==> src/design/calendar_age_and_weekday_unit_assert.svh <==
// Assertion macros for the calendar age and weekday unit.
// Both macros sample on the rising edge of clk; the first one is quiet
// while rst_n is low, the second one checks through reset as well.
`ifndef CALENDAR_AGE_AND_WEEKDAY_UNIT_ASSERT_SVH
`define CALENDAR_AGE_AND_WEEKDAY_UNIT_ASSERT_SVH
`ifndef SYNTHESIS
`define CAW_ASSERT(label, prop) \
    label: assert property (@(posedge clk) disable iff (!rst_n) prop) \
        else $error("caw assertion failed");
`define CAW_ASSERT_ALWAYS(label, prop) \
    label: assert property (@(posedge clk) prop) \
        else $error("caw assertion failed");
`else
`define CAW_ASSERT(label, prop)
`define CAW_ASSERT_ALWAYS(label, prop)
`endif
`endif

==> src/design/caw_pkg.sv <==
package caw_pkg;

    // Field widths
    localparam int YEAR_W    = 14;
    localparam int MONTH_W   = 4;
    localparam int DAY_W     = 5;
    localparam int SERIAL_W  = 22;
    localparam int WEEKS_W   = 19;
    localparam int HOURS_W   = 27;
    localparam int MINUTES_W = 33;
    localparam int WDAY_W    = 3;

    // Pipeline depth: four stages per date front end, seven in all
    localparam int FRONT_STAGES = 4;
    localparam int PIPE_STAGES  = 7;

    // Calendar limits
    localparam logic [YEAR_W-1:0]  YEAR_MIN  = 14'd1;
    localparam logic [YEAR_W-1:0]  YEAR_MAX  = 14'd9999;
    localparam logic [MONTH_W-1:0] MONTH_JAN = 4'd1;
    localparam logic [MONTH_W-1:0] MONTH_FEB = 4'd2;
    localparam logic [MONTH_W-1:0] MONTH_MAX = 4'd12;
    localparam logic [DAY_W-1:0]   DAY_MIN   = 5'd1;
    localparam logic [8:0]         DAYS_PER_YEAR = 9'd365;

    // Constant division helpers
    // floor(p / 100) = (p * 5243) >> 19 for p below 43690
    localparam logic [12:0] RECIP100       = 13'd5243;
    localparam int          RECIP100_SHIFT = 19;
    // 7209 is the inverse of 25 modulo 2**14: y divides by 25 exactly
    // when the truncated product is at most floor((2**14 - 1) / 25)
    localparam logic [YEAR_W-1:0] INV25       = 14'd7209;
    localparam logic [YEAR_W-1:0] DIV25_LIMIT = 14'd655;
    // floor(x / 7) = (x * 4793491) >> 25 for x below 2**22
    localparam logic [22:0] RECIP7       = 23'd4793491;
    localparam int          RECIP7_SHIFT = 25;

    typedef struct packed {
        logic [YEAR_W-1:0]  birth_year;
        logic [MONTH_W-1:0] birth_month;
        logic [DAY_W-1:0]   birth_day;
        logic [YEAR_W-1:0]  now_year;
        logic [MONTH_W-1:0] now_month;
        logic [DAY_W-1:0]   now_day;
    } caw_item_t;

    typedef struct packed {
        logic                 date_error;
        logic [YEAR_W-1:0]    age_years;
        logic [MONTH_W-1:0]   age_months;
        logic [DAY_W-1:0]     age_days;
        logic [SERIAL_W-1:0]  total_days;
        logic [WEEKS_W-1:0]   total_weeks;
        logic [HOURS_W-1:0]   total_hours;
        logic [MINUTES_W-1:0] total_minutes;
        logic [WDAY_W-1:0]    birth_weekday;
        logic [WDAY_W-1:0]    now_weekday;
    } caw_result_t;

    // Clamped date with the leap flag of its year
    typedef struct packed {
        logic [YEAR_W-1:0]  year;
        logic [MONTH_W-1:0] month;
        logic [DAY_W-1:0]   day;
        logic               leap;
    } caw_date_t;

    // Length of a month
    function automatic logic [DAY_W-1:0] month_days(input logic [MONTH_W-1:0] month,
                                                    input logic leap);
        logic [DAY_W-1:0] len;
        case (month)
            4'd2:                   len = leap ? 5'd29 : 5'd28;
            4'd4, 4'd6, 4'd9, 4'd11: len = 5'd30;
            default:                len = 5'd31;
        endcase
        return len;
    endfunction

    // Days before the first of a month in a common year
    function automatic logic [8:0] month_start(input logic [MONTH_W-1:0] month);
        logic [8:0] start;
        case (month)
            4'd2:    start = 9'd31;
            4'd3:    start = 9'd59;
            4'd4:    start = 9'd90;
            4'd5:    start = 9'd120;
            4'd6:    start = 9'd151;
            4'd7:    start = 9'd181;
            4'd8:    start = 9'd212;
            4'd9:    start = 9'd243;
            4'd10:   start = 9'd273;
            4'd11:   start = 9'd304;
            4'd12:   start = 9'd334;
            default: start = 9'd0;
        endcase
        return start;
    endfunction

endpackage

==> src/design/caw_date_front.sv <==
module caw_date_front
    import caw_pkg::*;
(
    input  logic                    clk,
    input  logic [FRONT_STAGES-1:0] load,
    input  logic [YEAR_W-1:0]       year,
    input  logic [MONTH_W-1:0]      month,
    input  logic [DAY_W-1:0]        day,
    output caw_date_t               date,
    output logic [SERIAL_W-1:0]     serial
);

    // Stage 1 signals
    logic [YEAR_W-1:0]   s1_year_next,  s1_year_reg;
    logic [MONTH_W-1:0]  s1_month_next, s1_month_reg;
    logic [DAY_W-1:0]    s1_day_next,   s1_day_reg;
    // Stage 2 signals
    logic [YEAR_W-1:0]   prev_year;
    logic [26:0]         prod100;
    logic [27:0]         prod_inv25;
    logic                div25;
    logic [YEAR_W-1:0]   s2_year_reg;
    logic [MONTH_W-1:0]  s2_month_reg;
    logic [DAY_W-1:0]    s2_day_reg;
    logic                s2_leap_next,  s2_leap_reg;
    logic [SERIAL_W-1:0] s2_p365_next,  s2_p365_reg;
    logic [11:0]         s2_p4_reg;
    logic [6:0]          s2_q100_next,  s2_q100_reg;
    // Stage 3 signals
    logic [DAY_W-1:0]    month_len;
    caw_date_t           s3_date_next,  s3_date_reg;
    logic [SERIAL_W-1:0] s3_ybase_next, s3_ybase_reg;
    // Stage 4 signals
    logic [SERIAL_W-1:0] s4_serial_next, s4_serial_reg;

    // Clamp year and month into range
    always_comb
    begin
        if (year < YEAR_MIN)
            s1_year_next = YEAR_MIN;
        else if (year > YEAR_MAX)
            s1_year_next = YEAR_MAX;
        else
            s1_year_next = year;
        if (month < MONTH_JAN)
            s1_month_next = MONTH_JAN;
        else if (month > MONTH_MAX)
            s1_month_next = MONTH_MAX;
        else
            s1_month_next = month;
        s1_day_next = day;
    end

    always_ff @(posedge clk)
    begin
        if (load[0])
        begin
            s1_year_reg  <= s1_year_next;
            s1_month_reg <= s1_month_next;
            s1_day_reg   <= s1_day_next;
        end
    end

    // Leap flag and the quotients of the elapsed years
    always_comb
    begin
        prev_year    = s1_year_reg - 14'd1;
        prod100      = 27'(prev_year) * 27'(RECIP100);
        s2_q100_next = prod100[RECIP100_SHIFT +: 7];
        s2_p365_next = 22'(prev_year) * 22'(DAYS_PER_YEAR);
        prod_inv25   = 28'(s1_year_reg) * 28'(INV25);
        div25        = (prod_inv25[YEAR_W-1:0] <= DIV25_LIMIT);
        s2_leap_next = (s1_year_reg[1:0] == 2'd0) && (!div25 || s1_year_reg[3:0] == 4'd0);
    end

    always_ff @(posedge clk)
    begin
        if (load[1])
        begin
            s2_year_reg  <= s1_year_reg;
            s2_month_reg <= s1_month_reg;
            s2_day_reg   <= s1_day_reg;
            s2_leap_reg  <= s2_leap_next;
            s2_p365_reg  <= s2_p365_next;
            s2_p4_reg    <= prev_year[YEAR_W-1:2];
            s2_q100_reg  <= s2_q100_next;
        end
    end

    // Clamp the day to its month and sum the day count of whole years
    always_comb
    begin
        month_len          = month_days(s2_month_reg, s2_leap_reg);
        s3_date_next.year  = s2_year_reg;
        s3_date_next.month = s2_month_reg;
        s3_date_next.leap  = s2_leap_reg;
        if (s2_day_reg < DAY_MIN)
            s3_date_next.day = DAY_MIN;
        else if (s2_day_reg > month_len)
            s3_date_next.day = month_len;
        else
            s3_date_next.day = s2_day_reg;
        s3_ybase_next = s2_p365_reg + 22'(s2_p4_reg) - 22'(s2_q100_reg)
                      + 22'(s2_q100_reg[6:2]);
    end

    always_ff @(posedge clk)
    begin
        if (load[2])
        begin
            s3_date_reg  <= s3_date_next;
            s3_ybase_reg <= s3_ybase_next;
        end
    end

    // Add the month offset, the leap day and the day of month
    always_comb
    begin
        s4_serial_next = s3_ybase_reg + 22'(month_start(s3_date_reg.month))
                       + 22'(s3_date_reg.month > MONTH_FEB && s3_date_reg.leap)
                       + 22'(s3_date_reg.day);
    end

    always_ff @(posedge clk)
    begin
        if (load[3])
            s4_serial_reg <= s4_serial_next;
    end

    assign date   = s3_date_reg;
    assign serial = s4_serial_reg;

endmodule

==> src/design/calendar_age_and_weekday_unit.sv <==
// Calendar age and weekday unit.
// The item channel (item, item_valid, item_stall) carries a birth date and a
// current Gregorian date; the result channel (result, result_valid,
// result_stall) returns one result per item: an error flag when the birth
// date lies after the current date, otherwise the age in years, months and
// days, the elapsed days, whole weeks, hours and minutes, and the weekday of
// both dates (0 is Sunday). Out-of-range fields are clamped first.
// A result reaches result_valid after passing through the seven register
// stages, each of which holds one item. A new item is taken every cycle
// while item_stall is low, and a stage with a free slot fills even while
// a later one is held, so bubbles close up.
// When result_stall is high the last stage holds its result unchanged and
// item_stall rises once every stage in front of it is full.
// Reset clears all stage valid flags; the pipeline comes out of reset empty
// and ready to accept an item in the first cycle.
`include "calendar_age_and_weekday_unit_assert.svh"

module calendar_age_and_weekday_unit
    import caw_pkg::*;
(
    input  logic        clk,
    input  logic        rst_n,
    input  caw_item_t   item,
    input  logic        item_valid,
    output logic        item_stall,
    output caw_result_t result,
    output logic        result_valid,
    input  logic        result_stall
);

    // Stage control
    logic [PIPE_STAGES-1:0] load;
    logic [PIPE_STAGES-1:0] vld_next, vld_reg;

    // Front end outputs
    caw_date_t           birth_date, now_date;
    logic [SERIAL_W-1:0] birth_serial, now_serial;

    // Stage 4 signals
    logic                later, day_ok, md_ok;
    logic [MONTH_W-1:0]  prev_month;
    logic [DAY_W-1:0]    prev_len, borrow_day;
    logic                s4_err_next, s4_err_reg;
    logic [YEAR_W-1:0]   s4_years_next, s4_years_reg;
    logic [MONTH_W-1:0]  s4_months_next, s4_months_reg;
    logic [DAY_W-1:0]    s4_days_next, s4_days_reg;

    // Stage 5 signals
    logic [44:0]         prod_birth7, prod_now7;
    logic                s5_err_reg;
    logic [YEAR_W-1:0]   s5_years_reg;
    logic [MONTH_W-1:0]  s5_months_reg;
    logic [DAY_W-1:0]    s5_days_reg;
    logic [SERIAL_W-1:0] s5_total_next, s5_total_reg;
    logic [WDAY_W-1:0]   s5_birth_lo_reg, s5_birth_q_next, s5_birth_q_reg;
    logic [WDAY_W-1:0]   s5_now_lo_reg, s5_now_q_next, s5_now_q_reg;

    // Stage 6 signals
    logic [44:0]         prod_total7;
    logic                s6_err_reg;
    logic [YEAR_W-1:0]   s6_years_reg;
    logic [MONTH_W-1:0]  s6_months_reg;
    logic [DAY_W-1:0]    s6_days_reg;
    logic [SERIAL_W-1:0] s6_total_reg;
    logic [WEEKS_W-1:0]  s6_weeks_next, s6_weeks_reg;
    logic [HOURS_W-1:0]  s6_hours_next, s6_hours_reg;
    logic [WDAY_W-1:0]   s6_birth_wd_next, s6_birth_wd_reg;
    logic [WDAY_W-1:0]   s6_now_wd_next, s6_now_wd_reg;

    // Stage 7 signals
    caw_result_t         result_next, result_reg;

    // Advance a stage when it is empty or the stage after it advances
    always_comb
    begin
        load[PIPE_STAGES-1] = !vld_reg[PIPE_STAGES-1] || !result_stall;
        for (int k = PIPE_STAGES - 2; k >= 0; k--)
            load[k] = !vld_reg[k] || load[k+1];
        vld_next[0] = load[0] ? item_valid : vld_reg[0];
        for (int k = 1; k < PIPE_STAGES; k++)
            vld_next[k] = load[k] ? vld_reg[k-1] : vld_reg[k];
    end

    always_ff @(posedge clk or negedge rst_n)
    begin
        if (!rst_n)
            vld_reg <= '0;
        else
            vld_reg <= vld_next;
    end

    assign item_stall   = !load[0];
    assign result_valid = vld_reg[PIPE_STAGES-1];
    assign result       = result_reg;

    // Clamp and count days for each date
    caw_date_front u_birth_front (
        .clk    (clk),
        .load   (load[FRONT_STAGES-1:0]),
        .year   (item.birth_year),
        .month  (item.birth_month),
        .day    (item.birth_day),
        .date   (birth_date),
        .serial (birth_serial)
    );

    caw_date_front u_now_front (
        .clk    (clk),
        .load   (load[FRONT_STAGES-1:0]),
        .year   (item.now_year),
        .month  (item.now_month),
        .day    (item.now_day),
        .date   (now_date),
        .serial (now_serial)
    );

    // Order the dates and work out years, months and days with borrow
    always_comb
    begin
        later  = {birth_date.year, birth_date.month, birth_date.day}
               > {now_date.year, now_date.month, now_date.day};
        day_ok = now_date.day >= birth_date.day;
        md_ok  = (now_date.month > birth_date.month)
              || (now_date.month == birth_date.month && day_ok);

        s4_err_next   = later;
        s4_years_next = now_date.year - birth_date.year - 14'(!md_ok);

        if (now_date.month >= birth_date.month)
            s4_months_next = md_ok ? now_date.month - birth_date.month : 4'd11;
        else if (day_ok)
            s4_months_next = 4'd12 + now_date.month - birth_date.month;
        else
            s4_months_next = 4'd11 + now_date.month - birth_date.month;

        // Borrow from the month before the current one, December for January
        prev_month = (now_date.month == MONTH_JAN) ? MONTH_MAX : now_date.month - 4'd1;
        prev_len   = month_days(prev_month, now_date.leap);
        borrow_day = (birth_date.day > prev_len) ? prev_len : birth_date.day;
        if (day_ok)
            s4_days_next = now_date.day - birth_date.day;
        else
            s4_days_next = prev_len - borrow_day + now_date.day;
    end

    always_ff @(posedge clk)
    begin
        if (load[3])
        begin
            s4_err_reg    <= s4_err_next;
            s4_years_reg  <= s4_years_next;
            s4_months_reg <= s4_months_next;
            s4_days_reg   <= s4_days_next;
        end
    end

    // Elapsed days, and day numbers divided by seven
    always_comb
    begin
        s5_total_next   = now_serial - birth_serial;
        prod_birth7     = 45'(birth_serial) * 45'(RECIP7);
        prod_now7       = 45'(now_serial) * 45'(RECIP7);
        s5_birth_q_next = prod_birth7[RECIP7_SHIFT +: WDAY_W];
        s5_now_q_next   = prod_now7[RECIP7_SHIFT +: WDAY_W];
    end

    always_ff @(posedge clk)
    begin
        if (load[4])
        begin
            s5_err_reg      <= s4_err_reg;
            s5_years_reg    <= s4_years_reg;
            s5_months_reg   <= s4_months_reg;
            s5_days_reg     <= s4_days_reg;
            s5_total_reg    <= s5_total_next;
            s5_birth_lo_reg <= birth_serial[WDAY_W-1:0];
            s5_birth_q_reg  <= s5_birth_q_next;
            s5_now_lo_reg   <= now_serial[WDAY_W-1:0];
            s5_now_q_reg    <= s5_now_q_next;
        end
    end

    // Weeks, hours, and weekdays: s - 7q equals s + q in the low three bits
    always_comb
    begin
        prod_total7      = 45'(s5_total_reg) * 45'(RECIP7);
        s6_weeks_next    = prod_total7[RECIP7_SHIFT +: WEEKS_W];
        s6_hours_next    = (27'(s5_total_reg) << 4) + (27'(s5_total_reg) << 3);
        s6_birth_wd_next = s5_birth_lo_reg + s5_birth_q_reg;
        s6_now_wd_next   = s5_now_lo_reg + s5_now_q_reg;
    end

    always_ff @(posedge clk)
    begin
        if (load[5])
        begin
            s6_err_reg      <= s5_err_reg;
            s6_years_reg    <= s5_years_reg;
            s6_months_reg   <= s5_months_reg;
            s6_days_reg     <= s5_days_reg;
            s6_total_reg    <= s5_total_reg;
            s6_weeks_reg    <= s6_weeks_next;
            s6_hours_reg    <= s6_hours_next;
            s6_birth_wd_reg <= s6_birth_wd_next;
            s6_now_wd_reg   <= s6_now_wd_next;
        end
    end

    // Minutes, and drop every field but date_error to zero on an error
    always_comb
    begin
        result_next = '0;
        if (s6_err_reg)
            result_next.date_error = 1'b1;
        else
        begin
            result_next.age_years     = s6_years_reg;
            result_next.age_months    = s6_months_reg;
            result_next.age_days      = s6_days_reg;
            result_next.total_days    = s6_total_reg;
            result_next.total_weeks   = s6_weeks_reg;
            result_next.total_hours   = s6_hours_reg;
            result_next.total_minutes = (33'(s6_hours_reg) << 6) - (33'(s6_hours_reg) << 2);
            result_next.birth_weekday = s6_birth_wd_reg;
            result_next.now_weekday   = s6_now_wd_reg;
        end
    end

    always_ff @(posedge clk)
    begin
        if (load[6])
            result_reg <= result_next;
    end

    // Checks
    `CAW_ASSERT(a_error_clears_fields, result_valid && result.date_error |-> result.total_days == '0 && result.age_years == '0 && result.now_weekday == '0 && result.birth_weekday == '0)
    `CAW_ASSERT(a_fields_in_range, result_valid && !result.date_error |-> result.age_months <= 4'd11 && result.age_days <= 5'd30 && result.birth_weekday <= 3'd6 && result.now_weekday <= 3'd6)
    `CAW_ASSERT(a_transfer_fills_first_stage, item_valid && !item_stall |=> vld_reg[0])
    `CAW_ASSERT_ALWAYS(a_stall_only_when_full, item_stall |-> vld_reg[0] && vld_reg[1])

endmodule
==> config.mk <==
export PLATFORM = sky130hd
export DESIGN_NAME = calendar_age_and_weekday_unit
export DESIGN_NICKNAME = d
export VERILOG_FILES = /design/src/design/caw_pkg.sv /design/src/design/caw_date_front.sv /design/src/design/calendar_age_and_weekday_unit.sv
export VERILOG_INCLUDE_DIRS = /design/src /design/src/design
export SDC_FILE = /design/constraint.sdc
export NUM_CORES = 2
export LEC_CHECK = 0
export ABC_AREA = 0
export BUFFER_PORTS_ARGS = -buffer_cell sky130_fd_sc_hd__buf_2
export CAP_MARGIN = 25
export CORE_MARGIN = 2
export CORE_UTILIZATION = 55
export CTS_CLUSTER_SIZE = 14
export DETAILED_ROUTE_END_ITERATION = 10
export PLACE_DENSITY = 0.72
export SLEW_MARGIN = 20
export SYNTH_ARGS = -nofsm -noshare
export SYNTH_HDL_FRONTEND = slang
export SYNTH_SLANG_ARGS = --single-unit
==> constraint.sdc <==
create_clock -name clk -period 7.8 [get_ports clk]
set_input_delay 1.56 -clock clk [delete_from_list [all_inputs] [get_ports clk]]
set_output_delay 1.56 -clock clk [all_outputs]
set_load 0.05 [all_outputs]
==> impl_metrics.env <==
export IMPL_run_status="finished clean"
export IMPL_tightestPinTransition_ns=0.920
export IMPL_maxCapViolCount=0
export IMPL_core_area_um2=104000
export IMPL_start_kind="register"
export IMPL_fin_crit_ns=7.33
export IMPL_netlist_area_um2=57600
export IMPL_fp_dieH_um=328
export IMPL_synth_cells=5194
export IMPL_ys_dominant_reg_cell="edfxtp_1"
export IMPL_grt_overflow=0
export IMPL_syn_to_final_growth_pct=9.19
export IMPL_synth_largest_area_cell="edfxtp_1"
export IMPL_r2r_setup_slack_ns=0.47
export IMPL_holdCritStartpoint="u_now_front.s2_year_reg[6]"
export IMPL_setup_viol=0
export IMPL_dp_cells=6740
export IMPL_layoutNonFillerInstCount=6878
export IMPL_arrival_ns=7.73
export IMPL_antenna_cells=0
export IMPL_cts_buffers=73
export IMPL_ys_seq_area_share_pct=32.7
export IMPL_cts_sinks=634
export IMPL_synth_top_cell_area_share_pct=31.7
export IMPL_crit_type="register to register"
export IMPL_fin_setup_tns_ns=0
export IMPL_fillers=8366
export IMPL_period_share_pct=93.9
export IMPL_dr_pass1_iters=5
export IMPL_fp_dieW_um=328
export IMPL_cts_root_buffer="clkbuf_16"
export IMPL_cp_required_ns=8.20
export IMPL_path_max_fanout=8
export IMPL_grt_max_degree=77
export IMPL_cts_setup_buffers=0
export IMPL_r2r_worst_path_cells=25
export IMPL_cts_tree="yes"
export IMPL_htreeDepth=3
export IMPL_vias=36185
export IMPL_std_cell_rows=118
export IMPL_drtIter0Drc=1881
export IMPL_synth_edff_count=609
export IMPL_max_freq_ghz=0.136
export IMPL_relSlewSlack_pct=38.7
export IMPL_rr_startpoint="u_birth_front.s1_year_reg[2]"
export IMPL_place_hpwl_um=97400
export IMPL_hold_depth=0
export IMPL_rsz0062_at_grt="no"
export IMPL_first_global_vias=37395
export IMPL_drt_total_wl_um=118000
export IMPL_yosys_warnings=0
export IMPL_ant_nets=0
export IMPL_synth_avg_cell_area_um2=11.1
export IMPL_clock_latency_ns=0.65
export IMPL_synth_seq_cells=634
export IMPL_drv_slew=0
export IMPL_rr_endpoint="u_birth_front.s2_q100_reg[6]"
export IMPL_port_buffers=174
export IMPL_endpoint_kind="register"
export IMPL_routed_via_density=5.26
export IMPL_cts_hold_buf=0
export IMPL_fin_skew_ns=0.0271
export IMPL_grt_total_usage_pct=22.8
export IMPL_wl_per_cell_um=17.2
export IMPL_path_clk_slew_ns=0.06
export IMPL_place_congestion=0.937
export IMPL_start_util_pct=55.5
export IMPL_final_layout_size_suffix_gt1_share_pct=6.97
export IMPL_die_area_um2=107000
export IMPL_grt_pass1_wl_um=194000
export IMPL_largest_register_ffs=121
export IMPL_timing_hold_worst_class="register to register"
export IMPL_critPathLaunch="u_birth_front.s1_year_reg[2]"
export IMPL_antenna_found_initial=1
export IMPL_cts_buffer_depth=3
export IMPL_drc=0
export IMPL_hold_violations=0
export IMPL_synth_most_common_cell="inv_1"
export IMPL_hold_end="u_now_front.date[16]"
export IMPL_yosys_top_cells_count="1244 x inv_1, 997 x ha_1, 609 x edfxtp_1, 527 x fa_1, 226 x xnor2_1"
export IMPL_synthArstFlopShare_pct=1.10
export IMPL_synth_cell_types=89
export IMPL_synth_area_top_cells="edfxtp_1 32%, ha_1 22%, fa_1 18%"
export IMPL_ios=183
export IMPL_final_nets=7012
[cell families (layout without fill, tap and decap cells)]
| family | after synthesis | after routing | share of synthesized area [%] |
|---|---|---|---|
| AND/OR/NAND/NOR | 780 | 780 | 6.80 |
| flip-flops | 634 | 634 | 32.7 |
| adder cells (fa/ha/maj) | 1526 | 1526 | 40.0 |
| multiplexers | 17 | 17 | 0.315 |
| other | 1 | 8 | 0.00651 |
| buffers and inverters | 1293 | 1590 | 8.54 |
| AO/OA/AOI/OAI | 638 | 638 | 7.07 |
| XOR/XNOR | 305 | 305 | 4.65 |
[critical path: stages (launching register included)]
cell and delay (ns):
edfxtp_1 0.57, inv_1 0.15, ha_1 0.21, a21boi_1 0.27, nand2_1 0.14, or3_1 0.34
xnor2_1 0.58, ha_1 0.45, inv_1 0.10, fa_1 0.50, inv_1 0.06, fa_1 0.52
inv_1 0.06, fa_1 0.46, fa_1 0.55, inv_1 0.05, ha_1 0.31, a21o_1 0.17
a21oi_1 0.14, o211ai_1 0.09, a21oi_1 0.19, o31ai_1 0.19, or4_1 0.47, a31o_2 0.27
a21oi_1 0.17, xnor2_1 0.07
[layout by cell type, fill, tap and decap left out, drive strengths merged, types with 85 or more instances in the layout]
master  synthesis  layout
a21oi         193     193
buf            11     210
clkbuf         37      85
edfxtp        609     609
fa            527     527
ha            997     997
inv          1244    1250
nand2         157     157
nor2          200     200
nor2b         109     109
o21ai         149     149
xnor2         227     227
[metal layers]
layer | global-route usage [%] | wire, µm | up-vias
li1 | - | - | 17638
met1 | 29.9 | 51800 | 17560
met2 | 39.6 | 58100 | 795
met3 | 2.43 | 4940 | 192
met4 | 7.38 | 3710 | 0
met5 | 0 | 0 | -
[timing repair]
item	CTS	global route
endpoints found under the setup margin	0	3
hold endpoints to repair	0	0
resized for setup	0	2
[stage by stage]
| stage | setup WS, ns | area, µm² | hold slack, ns | utilization, % |
|---|---|---|---|---|
| final | 0.474 | 62900 | 0.415 | 60.6 |
| after global routing | 0.0940 | 62900 | 0.418 | 60.6 |
| after CTS | 0.422 | 62900 | 0.416 | 60.6 |
| after detailed placement | 0.469 | 60300 | 0.405 | 58.1 |
| after global placement | 0.576 | 60300 | 0.401 | 58.1 |
| after floorplan | 0.943 | 57700 | 0.400 | - |
[how the worst max path moves through the flow]
stage / to / slack [ns]
global route: u_birth_front.s2_q100_reg[6] / 0.09
CTS: u_birth_front.s2_q100_reg[6] / 0.42
finish: u_birth_front.s2_q100_reg[6] / 0.47
detailed placement: u_birth_front.s2_q100_reg[6] / 0.47
global placement: u_birth_front.s2_q100_reg[6] / 0.58
floorplan: item_stall / 0.94
[cell type report]
class	instances	area, µm²	area share [%]
Timing Repair Buffer	211	1190	1.89
Inverter	1244	4670	7.42
Sequential cell	634	18800	29.9
Tap cell	1380	1730	2.74
Clock inverter	51	667	1.06
Clock buffer	84	1890	3.00
Multi-Input combinational cell	3274	34000	54.0
Power is not shown: default switching activity piles up to over one toggle a cycle in this logic, so the estimate is an artifact.
